===== src/rtl/assert_macros.svh =====
// Assertion macros shared by the meter RTL.
`ifndef ASSERT_MACROS_SVH
`define ASSERT_MACROS_SVH
`ifndef SYNTH
`define ASSERT_HOLDS(label, clk, rst_n, expr) \
    label: assert property (@(posedge clk) disable iff (!rst_n) (expr)) \
        else $error("invariant violated");
`define ASSERT_NEXT(label, clk, rst_n, ante, cons) \
    label: assert property (@(posedge clk) disable iff (!rst_n) (ante) |=> (cons)) \
        else $error("next-cycle check failed");
`else
`define ASSERT_HOLDS(label, clk, rst_n, expr)
`define ASSERT_NEXT(label, clk, rst_n, ante, cons)
`endif
`endif


===== src/rtl/lbpm_pkg.sv =====
`timescale 1ns / 1ps
package lbpm_pkg;

    localparam int BANDS = 20;
    localparam int LEVELS = 30;

    localparam int MAG_W = 26;
    localparam int POW_W = 52;
    localparam int BAND_W = 5;
    localparam int COUNT_W = 9;
    localparam int LVL_W = 12;
    localparam int BAR_W = 5;
    localparam int DECAY_W = 8;
    localparam int CFG_INDEX_W = 2;
    localparam int IN_DATA_W = 56;
    localparam int OUT_DATA_W = 40;

    localparam int QUEUE_DEPTH = 4;
    localparam int QPTR_W = 2;

    localparam int CHUNK_W = 8;
    localparam int CHUNKS = 7;
    localparam int CHUNK_IDX_W = 3;
    localparam int CHUNK_POS_W = 3;
    localparam int PAD_W = CHUNKS * CHUNK_W - POW_W;
    localparam int EXP_W = CHUNK_IDX_W + CHUNK_POS_W;
    localparam int F6_W = 6;
    localparam int FRAC_W = 14;
    localparam int ACC_W = 20;
    localparam int ACC_SHIFT = 8;

    localparam logic [FRAC_W-1:0] LOG_K = 14'd12330;
    localparam logic [ACC_W-1:0] LOG_BIAS = 20'd154510;
    localparam logic signed [LVL_W:0] LVL_OFFSET = 13'sd2048;
    localparam logic signed [LVL_W:0] PEAK_MAX = 13'sd1023;

    localparam int BAR_X_W = 17;
    localparam int BAR_Y_W = 9;
    localparam int BAR_Q_W = 7;
    localparam int BAR_SHIFT = 7;
    localparam int RECIP_SHIFT = 10;
    localparam logic signed [BAR_X_W-1:0] BAR_GAIN = 17'sd30;
    localparam logic signed [BAR_X_W-1:0] BAR_HALF = 17'sd320;
    localparam logic [7:0] BAR_RECIP = 8'd205;
    localparam logic [BAR_Q_W-1:0] BAR_MAX = 7'd30;

    localparam logic [DECAY_W-1:0] DECAY_RESET = 8'd40;
    localparam logic signed [LVL_W-1:0] FLOOR_RESET = -12'sd2048;

    typedef enum logic [CFG_INDEX_W-1:0] {
        REG_DECAY_STEP  = 2'd0,
        REG_FLOOR_LEVEL = 2'd1
    } cfg_reg_t;

    typedef struct packed {
        logic [DECAY_W-1:0]       decay_step;
        logic signed [LVL_W-1:0]  floor_level;
    } cfg_t;

    typedef struct packed {
        logic [MAG_W-1:0]  re_mag;
        logic [MAG_W-1:0]  im_mag;
        logic [BAND_W-1:0] band;
        logic              close;
        logic              last;
    } bin_item_t;

    typedef struct packed {
        logic [POW_W-1:0]  power;
        logic [BAND_W-1:0] band;
    } band_max_t;

    // Exclusive end bin of each band.
    function automatic logic [COUNT_W-1:0] band_end(input logic [BAND_W-1:0] b);
        logic [COUNT_W-1:0] v;
        case (b)
            5'd0:    v = 9'd1;
            5'd1:    v = 9'd2;
            5'd2:    v = 9'd3;
            5'd3:    v = 9'd4;
            5'd4:    v = 9'd5;
            5'd5:    v = 9'd6;
            5'd6:    v = 9'd7;
            5'd7:    v = 9'd8;
            5'd8:    v = 9'd10;
            5'd9:    v = 9'd13;
            5'd10:   v = 9'd18;
            5'd11:   v = 9'd24;
            5'd12:   v = 9'd33;
            5'd13:   v = 9'd44;
            5'd14:   v = 9'd59;
            5'd15:   v = 9'd79;
            5'd16:   v = 9'd106;
            5'd17:   v = 9'd142;
            5'd18:   v = 9'd191;
            default: v = 9'd256;
        endcase
        return v;
    endfunction

    // 40960 * log10(1 + k/32), rounded.
    function automatic logic [FRAC_W-1:0] frac_db(input logic [F6_W-1:0] k);
        logic [FRAC_W-1:0] v;
        case (k)
            6'd0:    v = 14'd0;
            6'd1:    v = 14'd547;
            6'd2:    v = 14'd1078;
            6'd3:    v = 14'd1594;
            6'd4:    v = 14'd2095;
            6'd5:    v = 14'd2583;
            6'd6:    v = 14'd3057;
            6'd7:    v = 14'd3519;
            6'd8:    v = 14'd3969;
            6'd9:    v = 14'd4409;
            6'd10:   v = 14'd4837;
            6'd11:   v = 14'd5256;
            6'd12:   v = 14'd5665;
            6'd13:   v = 14'd6065;
            6'd14:   v = 14'd6456;
            6'd15:   v = 14'd6838;
            6'd16:   v = 14'd7213;
            6'd17:   v = 14'd7579;
            6'd18:   v = 14'd7939;
            6'd19:   v = 14'd8291;
            6'd20:   v = 14'd8637;
            6'd21:   v = 14'd8975;
            6'd22:   v = 14'd9308;
            6'd23:   v = 14'd9634;
            6'd24:   v = 14'd9955;
            6'd25:   v = 14'd10270;
            6'd26:   v = 14'd10579;
            6'd27:   v = 14'd10883;
            6'd28:   v = 14'd11182;
            6'd29:   v = 14'd11476;
            6'd30:   v = 14'd11765;
            6'd31:   v = 14'd12050;
            default: v = 14'd12330;
        endcase
        return v;
    endfunction

endpackage


===== src/rtl/lbpm_front.sv =====
`timescale 1ns / 1ps
`include "assert_macros.svh"
module lbpm_front (
    input  logic                              clk,
    input  logic                              rst_n,
    input  logic                              accept,
    input  logic [lbpm_pkg::MAG_W-1:0]        bin_real,
    input  logic [lbpm_pkg::MAG_W-1:0]        bin_imag,
    input  logic                              last_bin,
    output logic                              push,
    output lbpm_pkg::bin_item_t               item
);

    logic [lbpm_pkg::COUNT_W-1:0] bin_count_reg;
    logic [lbpm_pkg::COUNT_W-1:0] bin_count_next;
    logic [lbpm_pkg::BAND_W-1:0]  band_reg;
    logic [lbpm_pkg::BAND_W-1:0]  band_next;
    logic [lbpm_pkg::COUNT_W-1:0] count_inc;
    logic                         in_range;
    logic                         close;

    always_comb
    begin
        in_range  = band_reg < lbpm_pkg::BAND_W'(lbpm_pkg::BANDS);
        count_inc = bin_count_reg + 1'b1;
        close     = in_range && (count_inc >= lbpm_pkg::band_end(band_reg));

        item.re_mag = bin_real[lbpm_pkg::MAG_W-1] ? (~bin_real) + 1'b1 : bin_real;
        if (bin_count_reg == '0)
        begin
            item.im_mag = '0;
        end
        else
        begin
            item.im_mag = bin_imag[lbpm_pkg::MAG_W-1] ? (~bin_imag) + 1'b1 : bin_imag;
        end
        item.band  = band_reg;
        item.close = close;
        item.last  = last_bin;
        push       = accept && in_range;

        bin_count_next = bin_count_reg;
        band_next      = band_reg;
        if (accept)
        begin
            if (in_range)
            begin
                bin_count_next = count_inc;
                if (close)
                begin
                    band_next = band_reg + 1'b1;
                end
            end
            if (last_bin)
            begin
                bin_count_next = '0;
                band_next      = '0;
            end
        end
    end

    always_ff @(posedge clk or negedge rst_n)
    begin
        if (!rst_n)
        begin
            bin_count_reg <= '0;
            band_reg      <= '0;
        end
        else
        begin
            bin_count_reg <= bin_count_next;
            band_reg      <= band_next;
        end
    end

    `ASSERT_HOLDS(a_count_bound, clk, rst_n,
        bin_count_reg <= lbpm_pkg::band_end(lbpm_pkg::BAND_W'(lbpm_pkg::BANDS - 1)))

endmodule


===== src/rtl/lbpm_queue.sv =====
`timescale 1ns / 1ps
`include "assert_macros.svh"
module lbpm_queue (
    input  logic                clk,
    input  logic                rst_n,
    input  logic                push,
    input  lbpm_pkg::bin_item_t push_item,
    output logic                ready,
    input  logic                pop,
    output logic                valid,
    output lbpm_pkg::bin_item_t head
);

    lbpm_pkg::bin_item_t          mem_reg [lbpm_pkg::QUEUE_DEPTH];
    logic [lbpm_pkg::QPTR_W-1:0]  wr_reg;
    logic [lbpm_pkg::QPTR_W-1:0]  rd_reg;
    logic [lbpm_pkg::QPTR_W:0]    count_reg;

    assign ready = count_reg != (lbpm_pkg::QPTR_W + 1)'(lbpm_pkg::QUEUE_DEPTH);
    assign valid = count_reg != '0;
    assign head  = mem_reg[rd_reg];

    always_ff @(posedge clk)
    begin
        if (push)
        begin
            mem_reg[wr_reg] <= push_item;
        end
    end

    always_ff @(posedge clk or negedge rst_n)
    begin
        if (!rst_n)
        begin
            wr_reg    <= '0;
            rd_reg    <= '0;
            count_reg <= '0;
        end
        else
        begin
            if (push)
            begin
                wr_reg <= wr_reg + 1'b1;
            end
            if (pop)
            begin
                rd_reg <= rd_reg + 1'b1;
            end
            if (push && !pop)
            begin
                count_reg <= count_reg + 1'b1;
            end
            else if (pop && !push)
            begin
                count_reg <= count_reg - 1'b1;
            end
        end
    end

    `ASSERT_NEXT(a_fill_grows, clk, rst_n, push && !pop,
        count_reg == $past(count_reg) + 1'b1)

endmodule


===== src/rtl/lbpm_power.sv =====
`timescale 1ns / 1ps
`include "assert_macros.svh"
module lbpm_power (
    input  logic                clk,
    input  logic                rst_n,
    input  logic                adv,
    input  logic                q_valid,
    input  lbpm_pkg::bin_item_t q_item,
    output logic                pop,
    output logic                max_valid,
    output lbpm_pkg::band_max_t max_out
);

    logic                          s1_valid_reg;
    logic [lbpm_pkg::POW_W-1:0]    sq_re_reg;
    logic [lbpm_pkg::POW_W-1:0]    sq_im_reg;
    logic [lbpm_pkg::BAND_W-1:0]   s1_band_reg;
    logic                          s1_close_reg;
    logic                          s1_last_reg;
    logic [lbpm_pkg::POW_W-1:0]    sq_re;
    logic [lbpm_pkg::POW_W-1:0]    sq_im;
    logic [lbpm_pkg::POW_W-1:0]    sum;
    logic [lbpm_pkg::POW_W-1:0]    max_cand;
    logic [lbpm_pkg::POW_W-1:0]    max_reg;
    logic                          s2_valid_reg;
    lbpm_pkg::band_max_t           s2_reg;

    assign pop      = adv && q_valid;
    assign sq_re    = lbpm_pkg::POW_W'(q_item.re_mag) * lbpm_pkg::POW_W'(q_item.re_mag);
    assign sq_im    = lbpm_pkg::POW_W'(q_item.im_mag) * lbpm_pkg::POW_W'(q_item.im_mag);
    assign sum      = sq_re_reg + sq_im_reg;
    assign max_cand = (sum > max_reg) ? sum : max_reg;

    always_ff @(posedge clk)
    begin
        if (adv)
        begin
            sq_re_reg      <= sq_re;
            sq_im_reg      <= sq_im;
            s1_band_reg    <= q_item.band;
            s1_close_reg   <= q_item.close;
            s1_last_reg    <= q_item.last;
            s2_reg.power   <= max_cand;
            s2_reg.band    <= s1_band_reg;
        end
    end

    always_ff @(posedge clk or negedge rst_n)
    begin
        if (!rst_n)
        begin
            s1_valid_reg <= 1'b0;
            s2_valid_reg <= 1'b0;
            max_reg      <= '0;
        end
        else if (adv)
        begin
            s1_valid_reg <= q_valid;
            s2_valid_reg <= s1_valid_reg && s1_close_reg;
            if (s1_valid_reg)
            begin
                max_reg <= (s1_close_reg || s1_last_reg) ? '0 : max_cand;
            end
        end
    end

    assign max_valid = s2_valid_reg;
    assign max_out   = s2_reg;

    `ASSERT_NEXT(a_max_cleared, clk, rst_n,
        adv && s1_valid_reg && (s1_close_reg || s1_last_reg), max_reg == '0)

endmodule


===== src/rtl/lbpm_level.sv =====
`timescale 1ns / 1ps
`include "assert_macros.svh"
module lbpm_level (
    input  logic                                clk,
    input  logic                                rst_n,
    input  lbpm_pkg::cfg_t                      cfg,
    input  logic                                in_valid,
    input  lbpm_pkg::band_max_t                 in_max,
    input  logic                                out_ready,
    output logic                                adv,
    output logic                                out_valid,
    output logic [lbpm_pkg::BAND_W-1:0]         band_index,
    output logic signed [lbpm_pkg::LVL_W-1:0]   peak_level,
    output logic signed [lbpm_pkg::LVL_W-1:0]   held_level,
    output logic [lbpm_pkg::BAR_W-1:0]          bar_level,
    output logic                                last_band
);

    localparam int LW = lbpm_pkg::LVL_W;

    // Leading-one search, first half: one priority encoder per byte.
    logic [lbpm_pkg::CHUNKS*lbpm_pkg::CHUNK_W-1:0] padded;
    logic [lbpm_pkg::CHUNKS-1:0]                   nz;
    logic [lbpm_pkg::CHUNK_POS_W-1:0]              pos [lbpm_pkg::CHUNKS];
    logic                                          l1_valid_reg;
    logic [lbpm_pkg::POW_W-1:0]                    l1_power_reg;
    logic [lbpm_pkg::CHUNKS-1:0]                   l1_nz_reg;
    logic [lbpm_pkg::CHUNK_POS_W-1:0]              l1_pos_reg [lbpm_pkg::CHUNKS];
    logic [lbpm_pkg::BAND_W-1:0]                   l1_band_reg;

    logic [lbpm_pkg::EXP_W-1:0]                    e;
    logic [lbpm_pkg::POW_W+lbpm_pkg::F6_W-1:0]     shifted;
    logic                                          l2_valid_reg;
    logic [lbpm_pkg::EXP_W-1:0]                    l2_e_reg;
    logic [lbpm_pkg::F6_W-1:0]                     l2_f6_reg;
    logic                                          l2_zero_reg;
    logic [lbpm_pkg::BAND_W-1:0]                   l2_band_reg;

    logic [lbpm_pkg::F6_W:0]                       f6_inc;
    logic [lbpm_pkg::ACC_W-1:0]                    acc;
    logic signed [LW:0]                            lvl;
    logic signed [LW:0]                            floor_ext;
    logic signed [LW:0]                            pk;
    logic                                          l3_valid_reg;
    logic signed [LW-1:0]                          l3_peak_reg;
    logic [lbpm_pkg::BAND_W-1:0]                   l3_band_reg;

    logic signed [LW-1:0]                          held_reg [lbpm_pkg::BANDS];
    logic signed [LW-1:0]                          held_old;
    logic signed [LW:0]                            dec;
    logic signed [LW-1:0]                          held_new;
    logic                                          h_valid_reg;
    logic signed [LW-1:0]                          h_peak_reg;
    logic signed [LW-1:0]                          h_held_reg;
    logic [lbpm_pkg::BAND_W-1:0]                   h_band_reg;

    logic signed [lbpm_pkg::BAR_X_W-1:0]           bar_x;
    logic [lbpm_pkg::BAR_Y_W-1:0]                  bar_y;
    logic [lbpm_pkg::BAR_Y_W+7:0]                  bar_prod;
    logic [lbpm_pkg::BAR_Q_W-1:0]                  bar_q;
    logic [lbpm_pkg::BAR_W-1:0]                    bar;
    logic                                          out_valid_reg;
    logic [lbpm_pkg::BAND_W-1:0]                   out_band_reg;
    logic signed [LW-1:0]                          out_peak_reg;
    logic signed [LW-1:0]                          out_held_reg;
    logic [lbpm_pkg::BAR_W-1:0]                    out_bar_reg;

    assign adv = !out_valid_reg || out_ready;

    always_comb
    begin
        padded = {{lbpm_pkg::PAD_W{1'b0}}, in_max.power};
        for (int c = 0; c < lbpm_pkg::CHUNKS; c++)
        begin
            nz[c]  = |padded[c*lbpm_pkg::CHUNK_W +: lbpm_pkg::CHUNK_W];
            pos[c] = '0;
            for (int b = 0; b < lbpm_pkg::CHUNK_W; b++)
            begin
                if (padded[c*lbpm_pkg::CHUNK_W + b])
                begin
                    pos[c] = lbpm_pkg::CHUNK_POS_W'(b);
                end
            end
        end
    end

    always_comb
    begin
        e = '0;
        for (int c = 0; c < lbpm_pkg::CHUNKS; c++)
        begin
            if (l1_nz_reg[c])
            begin
                e = {lbpm_pkg::CHUNK_IDX_W'(c), l1_pos_reg[c]};
            end
        end
        shifted = {l1_power_reg, {lbpm_pkg::F6_W{1'b0}}} >> e;
    end

    always_comb
    begin
        f6_inc = {1'b0, l2_f6_reg} + 1'b1;
        acc = lbpm_pkg::ACC_W'(l2_e_reg) * lbpm_pkg::ACC_W'(lbpm_pkg::LOG_K)
            + lbpm_pkg::ACC_W'(lbpm_pkg::frac_db(f6_inc[lbpm_pkg::F6_W:1]))
            + lbpm_pkg::LOG_BIAS;
        lvl = $signed({1'b0, acc[lbpm_pkg::ACC_W-1:lbpm_pkg::ACC_SHIFT]})
            - lbpm_pkg::LVL_OFFSET;
        floor_ext = {cfg.floor_level[LW-1], cfg.floor_level};
        if (l2_zero_reg || (lvl < floor_ext))
        begin
            pk = floor_ext;
        end
        else
        begin
            pk = lvl;
        end
        if (pk > lbpm_pkg::PEAK_MAX)
        begin
            pk = lbpm_pkg::PEAK_MAX;
        end
    end

    always_comb
    begin
        held_old = held_reg[l3_band_reg];
        dec = {held_old[LW-1], held_old} - $signed({5'b0, cfg.decay_step});
        if (l3_peak_reg < held_old)
        begin
            if (dec < $signed({l3_peak_reg[LW-1], l3_peak_reg}))
            begin
                held_new = l3_peak_reg;
            end
            else
            begin
                held_new = dec[LW-1:0];
            end
        end
        else
        begin
            held_new = l3_peak_reg;
        end
    end

    always_comb
    begin
        bar_x = {{(lbpm_pkg::BAR_X_W - LW){h_held_reg[LW-1]}}, h_held_reg}
            * lbpm_pkg::BAR_GAIN + lbpm_pkg::BAR_HALF;
        bar_y = bar_x[lbpm_pkg::BAR_X_W-2:lbpm_pkg::BAR_SHIFT];
        bar_prod = (lbpm_pkg::BAR_Y_W+8)'(bar_y) * (lbpm_pkg::BAR_Y_W+8)'(lbpm_pkg::BAR_RECIP);
        bar_q = bar_prod[lbpm_pkg::BAR_Y_W+7:lbpm_pkg::RECIP_SHIFT];
        if (bar_x <= 0)
        begin
            bar = '0;
        end
        else if (bar_q > lbpm_pkg::BAR_MAX)
        begin
            bar = lbpm_pkg::BAR_W'(lbpm_pkg::BAR_MAX);
        end
        else
        begin
            bar = bar_q[lbpm_pkg::BAR_W-1:0];
        end
    end

    always_ff @(posedge clk)
    begin
        if (adv)
        begin
            l1_power_reg <= in_max.power;
            l1_nz_reg    <= nz;
            l1_pos_reg   <= pos;
            l1_band_reg  <= in_max.band;
            l2_e_reg     <= e;
            l2_f6_reg    <= shifted[lbpm_pkg::F6_W-1:0];
            l2_zero_reg  <= ~|l1_nz_reg;
            l2_band_reg  <= l1_band_reg;
            l3_peak_reg  <= pk[LW-1:0];
            l3_band_reg  <= l2_band_reg;
            h_peak_reg   <= l3_peak_reg;
            h_held_reg   <= held_new;
            h_band_reg   <= l3_band_reg;
            out_band_reg <= h_band_reg;
            out_peak_reg <= h_peak_reg;
            out_held_reg <= h_held_reg;
            out_bar_reg  <= bar;
        end
    end

    always_ff @(posedge clk or negedge rst_n)
    begin
        if (!rst_n)
        begin
            l1_valid_reg  <= 1'b0;
            l2_valid_reg  <= 1'b0;
            l3_valid_reg  <= 1'b0;
            h_valid_reg   <= 1'b0;
            out_valid_reg <= 1'b0;
            for (int i = 0; i < lbpm_pkg::BANDS; i++)
            begin
                held_reg[i] <= '0;
            end
        end
        else if (adv)
        begin
            l1_valid_reg  <= in_valid;
            l2_valid_reg  <= l1_valid_reg;
            l3_valid_reg  <= l2_valid_reg;
            h_valid_reg   <= l3_valid_reg;
            out_valid_reg <= h_valid_reg;
            if (l3_valid_reg)
            begin
                held_reg[l3_band_reg] <= held_new;
            end
        end
    end

    assign out_valid  = out_valid_reg;
    assign band_index = out_band_reg;
    assign peak_level = out_peak_reg;
    assign held_level = out_held_reg;
    assign bar_level  = out_bar_reg;
    assign last_band  = out_band_reg == lbpm_pkg::BAND_W'(lbpm_pkg::BANDS - 1);

    `ASSERT_HOLDS(a_held_not_below_peak, clk, rst_n,
        !out_valid_reg || (out_held_reg >= out_peak_reg))
    `ASSERT_HOLDS(a_bar_bound, clk, rst_n,
        !out_valid_reg || (out_bar_reg <= lbpm_pkg::BAR_W'(lbpm_pkg::LEVELS)))

endmodule


===== src/rtl/log_band_peak_meter_top.sv =====
`timescale 1ns / 1ps
// Channel  Dir  Beat                        Payload
// s_*      in   one FFT bin                 tdata: bin_real, bin_imag; tlast: last_bin
// m_*      out  one closed band             tdata: band_index, peak_level, held_level,
//                                           bar_level; tlast: last_band
// cfg_*    in   one register write          cfg_index, cfg_data
//
// One bin is accepted per cycle while the bin queue is not full; s_tready depends only on the four-entry bin queue.
// A band result passes the bin queue, the power registers s1 and s2 and the level registers l1, l2, l3, h and out.
// A stall on m_tready freezes the back pipeline; the queue then fills and drops s_tready.
// Reset clears counts, the running maximum and all held levels, and loads both
// registers with their default values.
module log_band_peak_meter_top (
    input  logic                                clk,
    input  logic                                rst_n,
    input  logic                                s_tvalid,
    output logic                                s_tready,
    // bin_real [25:0], bin_imag [51:26], zero pad [55:52]
    input  logic [lbpm_pkg::IN_DATA_W-1:0]      s_tdata,
    input  logic                                s_tlast,
    output logic                                m_tvalid,
    input  logic                                m_tready,
    // band_index [4:0], peak_level [16:5], held_level [28:17], bar_level [33:29], zero [39:34]
    output logic [lbpm_pkg::OUT_DATA_W-1:0]     m_tdata,
    output logic                                m_tlast,
    input  logic                                cfg_valid,
    output logic                                cfg_ready,
    input  logic [lbpm_pkg::CFG_INDEX_W-1:0]    cfg_index,
    input  logic [lbpm_pkg::LVL_W-1:0]          cfg_data
);

    lbpm_pkg::cfg_t                         cfg_reg;
    lbpm_pkg::bin_item_t                    front_item;
    lbpm_pkg::bin_item_t                    q_head;
    lbpm_pkg::band_max_t                    band_max;
    logic                                   push;
    logic                                   q_ready;
    logic                                   q_valid;
    logic                                   pop;
    logic                                   adv;
    logic                                   max_valid;
    logic [lbpm_pkg::BAND_W-1:0]            band_index;
    logic signed [lbpm_pkg::LVL_W-1:0]      peak_level;
    logic signed [lbpm_pkg::LVL_W-1:0]      held_level;
    logic [lbpm_pkg::BAR_W-1:0]             bar_level;

    assign cfg_ready = 1'b1;
    assign s_tready  = q_ready;

    always_ff @(posedge clk or negedge rst_n)
    begin
        if (!rst_n)
        begin
            cfg_reg.decay_step  <= lbpm_pkg::DECAY_RESET;
            cfg_reg.floor_level <= lbpm_pkg::FLOOR_RESET;
        end
        else if (cfg_valid)
        begin
            case (lbpm_pkg::cfg_reg_t'(cfg_index))
                lbpm_pkg::REG_DECAY_STEP:  cfg_reg.decay_step  <= cfg_data[lbpm_pkg::DECAY_W-1:0];
                lbpm_pkg::REG_FLOOR_LEVEL: cfg_reg.floor_level <= cfg_data;
                default: ;
            endcase
        end
    end

    lbpm_front u_front (
        .clk      (clk),
        .rst_n    (rst_n),
        .accept   (s_tvalid && q_ready),
        .bin_real (s_tdata[lbpm_pkg::MAG_W-1:0]),
        .bin_imag (s_tdata[2*lbpm_pkg::MAG_W-1:lbpm_pkg::MAG_W]),
        .last_bin (s_tlast),
        .push     (push),
        .item     (front_item)
    );

    lbpm_queue u_queue (
        .clk       (clk),
        .rst_n     (rst_n),
        .push      (push),
        .push_item (front_item),
        .ready     (q_ready),
        .pop       (pop),
        .valid     (q_valid),
        .head      (q_head)
    );

    lbpm_power u_power (
        .clk       (clk),
        .rst_n     (rst_n),
        .adv       (adv),
        .q_valid   (q_valid),
        .q_item    (q_head),
        .pop       (pop),
        .max_valid (max_valid),
        .max_out   (band_max)
    );

    lbpm_level u_level (
        .clk        (clk),
        .rst_n      (rst_n),
        .cfg        (cfg_reg),
        .in_valid   (max_valid),
        .in_max     (band_max),
        .out_ready  (m_tready),
        .adv        (adv),
        .out_valid  (m_tvalid),
        .band_index (band_index),
        .peak_level (peak_level),
        .held_level (held_level),
        .bar_level  (bar_level),
        .last_band  (m_tlast)
    );

    assign m_tdata = {6'b0, bar_level, held_level, peak_level, band_index};

endmodule


===== config.mk =====
export PLATFORM = sky130hd
export DESIGN_NAME = log_band_peak_meter_top
export DESIGN_NICKNAME = d
export VERILOG_FILES = /design/src/rtl/lbpm_pkg.sv /design/src/rtl/lbpm_front.sv /design/src/rtl/lbpm_queue.sv /design/src/rtl/lbpm_power.sv /design/src/rtl/lbpm_level.sv /design/src/rtl/log_band_peak_meter_top.sv
export VERILOG_INCLUDE_DIRS = /design/src /design/src/rtl
export SDC_FILE = /design/constraint.sdc
export NUM_CORES = 2
export LEC_CHECK = 0
export BUFFER_PORTS_ARGS = -buffer_cell sky130_fd_sc_hd__buf_4
export CAP_MARGIN = 5
export CORE_ASPECT_RATIO = 1.4
export CORE_MARGIN = 5
export CORE_UTILIZATION = 42
export CTS_CLUSTER_SIZE = 10
export DETAILED_ROUTE_END_ITERATION = 10
export SLEW_MARGIN = 20
export SYNTH_ARGS = -nofsm -noshare
export SYNTH_HDL_FRONTEND = slang
export SYNTH_SLANG_ARGS = --single-unit

===== constraint.sdc =====
create_clock -name clk -period 21.9 [get_ports clk]
set_input_delay 0 -clock clk [delete_from_list [all_inputs] [get_ports clk]]
set_output_delay 0 -clock clk [all_outputs]
set_load 0.02 [all_outputs]

After elaboration in Yosys (flattened, before gate mapping)
Memory sizes are Yosys's and may differ from the RTL's.
Cells that the tools add are included.

operators by class
  add/sub/neg operators = 15
  multiply operators = 5
  order comparisons = 11
  equal/unequal tests = 3
  shift operators = 1
  mux-type cells = 70
  bitwise operators = 3
  reduce and logical (&&, ||, !) cells = 49

operators by type and width
  operator                  number
  $bwmux W240               1
  $mul A26 B26 Y52          2
  $mux W52                  2
  $mux W26                  3
  $bmux W12 S5              1
  $demux W12 S5             1
  $mux W12                  5
  $shr A58 B6 Y6            1
  $add A26 B1 Y26 const B   2
  $add A52 B52 Y52          1
  $gt A52 B52 Y1            1
  $not A26 Y26              2
  $reduce_or A8 Y1          6
  $mux W2                   22
  $mux W5                   6
  $reduce_or A4 Y1          7
  $lt A13 B12 Y1            2
  $add A20 B14 Y20          1
  $add A20 B18 Y20 const B  1
  $mul A6 B13 Y19 const B   1
  $mux W6                   3
  $mux W9                   2
  $add A17 B9 Y17 const B   1
  $le A17 B1 Y1 const B     1
  other kinds (37)          82

storage, ports and cells
  bits in registers = 691
  bits in writable memories = 236
  bits in read-only memories = 736
  bits of input ports = 76
  output and inout port bits = 44
  word-level logic and storage cells = 239
  memories kept = 3

memories
  name              depth  width  rd ports  clocked after Yosys merged registers in  wr ports  RTL line          source
  (name not given)  32     14     1         0                                        0         lbpm_pkg.sv:104   case (k)
  (name not given)  32     9      1         0                                        0         lbpm_pkg.sv:76    case (b)
  u_queue.mem_reg   4      59     1         0                                        1         lbpm_queue.sv:14  lbpm_pkg::bin_item_t mem_reg [lbpm_pkg::QUEUE_DEPTH];

Longest topological paths before layout
An unclocked memory read counts as a cell.

  depth after elaboration = 10
  gate-level depth with buffers = 36
  mapped depth without buffers = 34

Cells and area by module
From an unflattened synthesis, not the netlist that was laid out.

unflattened totals
  cell total of the unflattened synthesis = 8343
  area total of the unflattened synthesis = 87821.7 um^2

modules (own cells, without submodules)
  module                   instances  cells an instance  area each (um^2)  sequential area each (um^2)
  lbpm_power               1          5179               49979.2           6336.1
  lbpm_level               1          2431               25514.5           11596.1
  lbpm_queue               1          344                8976.1            7262.0
  lbpm_front               1          336                2522.4            350.3
  log_band_peak_meter_top  1          53                 829.5             504.2

Worst setup path before layout
OpenSTA, ideal clock, no wires.

  kind = register -> register
  start point = reg u_level.out_valid_reg, in the netlist u_level.out_valid
  end point = reg u_power.max_reg[0] in the netlist's numbering
  library setup time = 147 ps
  arrival = 12508 ps
  required time = 21753 ps
  slack = 9245 ps
  stages on the path, launching flop included = 6
  path buffers = 2
  clock period less this slack = 12655 ps
  cell sequence = dfrtp_1 nand2b_1 clkbuf_1 clkbuf_1 nand4_1 o21ai_0

between the ends
  longest elaborated chain between the ends = 3

RTL lines
  what                         RTL line                       source
  start: declaration           lbpm_level.sv:62               logic out_valid_reg;
  start signal: assignment     lbpm_level.sv:209              out_valid_reg <= h_valid_reg;
  $logic_not A1 Y1             lbpm_level.sv:68               assign adv = !out_valid_reg || out_ready;
  $logic_or A1 B1 Y1           lbpm_level.sv:68
  via adv                      log_band_peak_meter_top.sv:40  logic adv;
  $reduce_and A2 Y1 (no line)  --
  end signal: assignment       lbpm_power.sv:62               max_reg <= (s1_close_reg || s1_last_reg) ? '0 : max_cand;
  end: declaration             lbpm_power.sv:24               logic [lbpm_pkg::POW_W-1:0] max_reg;

The timed path passes the listed nets, and every way through them passes these cells.
A chain may end at the register's enable or synchronous reset.

Final worst setup path
  start point = reg u_queue.rd_reg[1] in the netlist's numbering
  end point = reg u_power.sq_re_reg[51] in the netlist's numbering (data pin)

between the ends
  longest elaborated chain between the ends = 2

RTL lines
  what                         RTL line          source
  start: declaration           lbpm_queue.sv:16  logic [lbpm_pkg::QPTR_W-1:0] rd_reg;
  start signal: assignment     lbpm_queue.sv:47  rd_reg <= rd_reg + 1'b1;
  $mem_v2 Z4 W59               --
  $mul A26 B26 Y52             lbpm_power.sv:29  assign sq_re = lbpm_pkg::POW_W'(q_item.re_mag) * lbpm_pkg::POW_W'(q_item.re_mag);
  via u_power.sq_re (one bit)  lbpm_power.sv:20  logic [lbpm_pkg::POW_W-1:0] sq_re;
  end signal: assignment       lbpm_power.sv:38  sq_re_reg <= sq_re;
  end: declaration             lbpm_power.sv:15  logic [lbpm_pkg::POW_W-1:0] sq_re_reg;

The timed path passes the listed nets, and every way through them passes these cells.

==> impl_results.md <==
* Status: finished clean
* Synth cell count leaders: 1514 x inv_1, 1066 x fa_1, 826 x nor2_1, 686 x ha_1, 592 x nand2_1
* Cell repeated most along the worst path: fa_1
* Post-layout util at 0.463
* Die Span Y at 545 µm
* Crit Path Category: reg2reg
* DR iter-0 viols at 2852
* Synth Cell Area at 85800 µm²
* Netlist cell types at 89
* Worst Path Arrival at 11.15 ns
* Starting Density at 0.422
* Top-count cell post-synth: inv_1
* I/O pins at 120
* Syn Inst Count at 8247
* CP Launch Type: flop
* P&R area growth vs syn at 9.76%
* Worst R2R Setup Slack at 11.20 ns
* RePlAce Congestion at 0.918
* Setup violators final at 0
* Number of cells upsized or downsized after cts at 0
* CP endpoint kind: flop
* Max_slew headroom at 0.260
* Fin. max-slew vios at 0
* Setup Skew at 0.0740 ns
* CTS Sinks at 924
* Clock root buffer: clkbuf_16
* Sequential share of the synthesized area at 0.304
* H-tree lvl count at 3
* Fmax at 93.4 MHz
* Setup TNS at 0 ns
* Clk buf depth at 3
* Initial antenna violation count at 1
* Final WL at 216 mm
* Synth Flop Type: edfxtp_1
* Crit path max fanout at 60
* Crit path max-delay family: adder cells
* Synth top area cells: fa_1 25%, edfxtp_1 20%, ha_1 10%
* Worst EP required at 22.34 ns
* CP max-delay cell: clkinv_1
* Synth warnings at 0
* Cell taking the most area after synthesis: fa_1
* Max cap viols at 0
* TritonCTS Buffers at 108
* Fill cells at 18900
* Slowest stage delay, CP at 1.03 ns
* Final net count at 10200
* Global-route wire length before repair at 345 mm
* Clk_lat worst skew at 0.75 ns
* DRC violation count after routing at 0
* Fraction of layout cells with a size suffix above 1 at 0.0683
* Max reg flops at 240
* Critical path buffers and inverters at 4
* Antenna viol nets, final at 0
* Die area at 214000 µm²
* Pre-antenna DRT Iters at 5
* Total grt overflow at 0
* Largest net degree at the start of global routing at 94
* Min Tclk post-route at 10.70 ns
* RSZ-0062 raised after global routing: no
* Post-Syn Area per Cell at 10.4 µm²
* Area of the core at 204000 µm²
* Vias in the first global route at 63500
* Die Width at 392 µm
* # rows at 196
* Detailed Place HPWL at 164 mm
* Via count at 58600
* Synth Register Bits at 924
* Hold Violations, Final at 0
* IO buf count at 108
* Routed wire length per instance at 19.4 µm
* CTS tree: built
* Top-area cell type share of the netlist area at 0.249
* Fin crit share at 0.489
* Setup ws final at 11.20 ns
* Routed vias/inst at 5.27
* Setup WS pre-CTS at 11.27 ns
* Hold Crit Class: in2reg
* Slew @ Worst Pin at 1.08 ns
* Buffers inserted by post-CTS timing repair at 0
* Post-synth EDFFs at 584
* All-Layer GR Usage at 0.206
* Ys async rst share at 0.368
* Non-filler instance count after layout at 11100
* Placed insts at 10800
* Reg clk slew, reported paths at 0.05 ns
## worst register-to-register path: stages (launching register included)
cell and delay [ns]:
dfrtp_4 0.85, buf_4 0.66, o21a_1 0.78, clkinv_1 1.03
nor2_1 0.55, fa_1 0.53, fa_1 0.55, fa_1 0.50
fa_1 0.55, fa_1 0.52, fa_1 0.49, inv_1 0.05
fa_1 0.57, inv_1 0.07, ha_1 0.36, a21oi_1 0.20
o21ai_0 0.12, a31oi_1 0.23, nand2_1 0.08, a31oi_1 0.24
nor2_1 0.12, a31oi_1 0.43, o21ai_1 0.21, o31a_1 0.35
a211oi_1 0.26, xnor2_1 0.13
## per-stage QoR
stage / cell area, µm² / hold WS [ns]
finish: 94200 / 0.0674
global route: 94200 / 0.0422
CTS: 94200 / 0.00580
detailed placement: 89700 / 0.0564
global placement: 89700 / 0.0534
floorplan: 85800 / -0.296
## cells by family (layout without fill, tap and decap cells)
family / Yosys count / after routing / share of synthesized area
buffers and inverters: 1848 / 2043 / 0.0817
and+or+nand+nor: 1816 / 1816 / 0.0908
adders and majority gates: 1752 / 1752 / 0.349
AOI/OAI and AO/OA: 1275 / 1275 / 0.0927
DFF: 924 / 924 / 0.304
muxes: 352 / 352 / 0.0535
xor gates and xnor gates: 278 / 278 / 0.0289
other: 2 / 9 / 0.0000875
## cell usage in the layout, fill, tap and decap left out, types with 40 or more instances in the layout
master and count:
inv_1 1514, fa_1 1066, nor2_1 818, ha_1 686, nand2_1 592, edfxtp_1 584, a21oi_1 406, dfrtp_1 335
o21ai_0 274, buf_4 205, mux2i_1 181, xnor2_1 168, dlygate4sd3_1 115, a21o_1 114, clkbuf_16 110, xor2_1 106
mux2_2 81, mux4_2 77, nand3_1 62, o21a_1 60, clkbuf_1 56, nand4_1 53, nor2b_1 46, a22o_1 45
nand2b_1 40, a211oi_1 40
## timing repair
action | CTS | global route
endpoints found under the setup margin | 0 | 0
endpoints found under the hold margin | 334 | 0
hold buffers | 116 | 0
## per-layer routing
layer | global-route usage | up-vias | wire (µm)
met5 | 0 | - | 0
met4 | 0.101 | 0 | 12700
met3 | 0.0232 | 533 | 8580
met2 | 0.381 | 1426 | 113000
met1 | 0.235 | 29400 | 81600
li1 | - | 27200 | -
## path summary, 6_finish.rpt
kind / from / to / depth (start not counted)
max: u_queue.rd_reg[1] / u_power.sq_re_reg[51] / 25
min: cfg_data[10] / cfg_reg[10] / 3
max reg2reg: u_queue.rd_reg[1] / u_power.sq_re_reg[51] / 25
min reg2reg: u_power.max_out[4] / u_level.l1_band_reg[4] / 0
max in group asynchronous: rst_n / u_level.held_reg[215] / 6
min in group asynchronous: rst_n / u_power.max_reg[7] / 3
## layout make-up
cell class              instances  area (µm²)  share of cell area
diodes                          2        5.00           0.0000531
well taps                    2673        3340              0.0355
repair buffers                323        2740              0.0291
clock inverters                18         307             0.00326
multi-input cells            5480       53000               0.562
clock buffers                 168        2990              0.0318
flip-flops and latches        924       26100               0.277
inverters                    1534        5760              0.0611
Power is left out: the tool's default activity adds up to more than one toggle a clock period on the data nets, which glitch-free logic cannot reach.
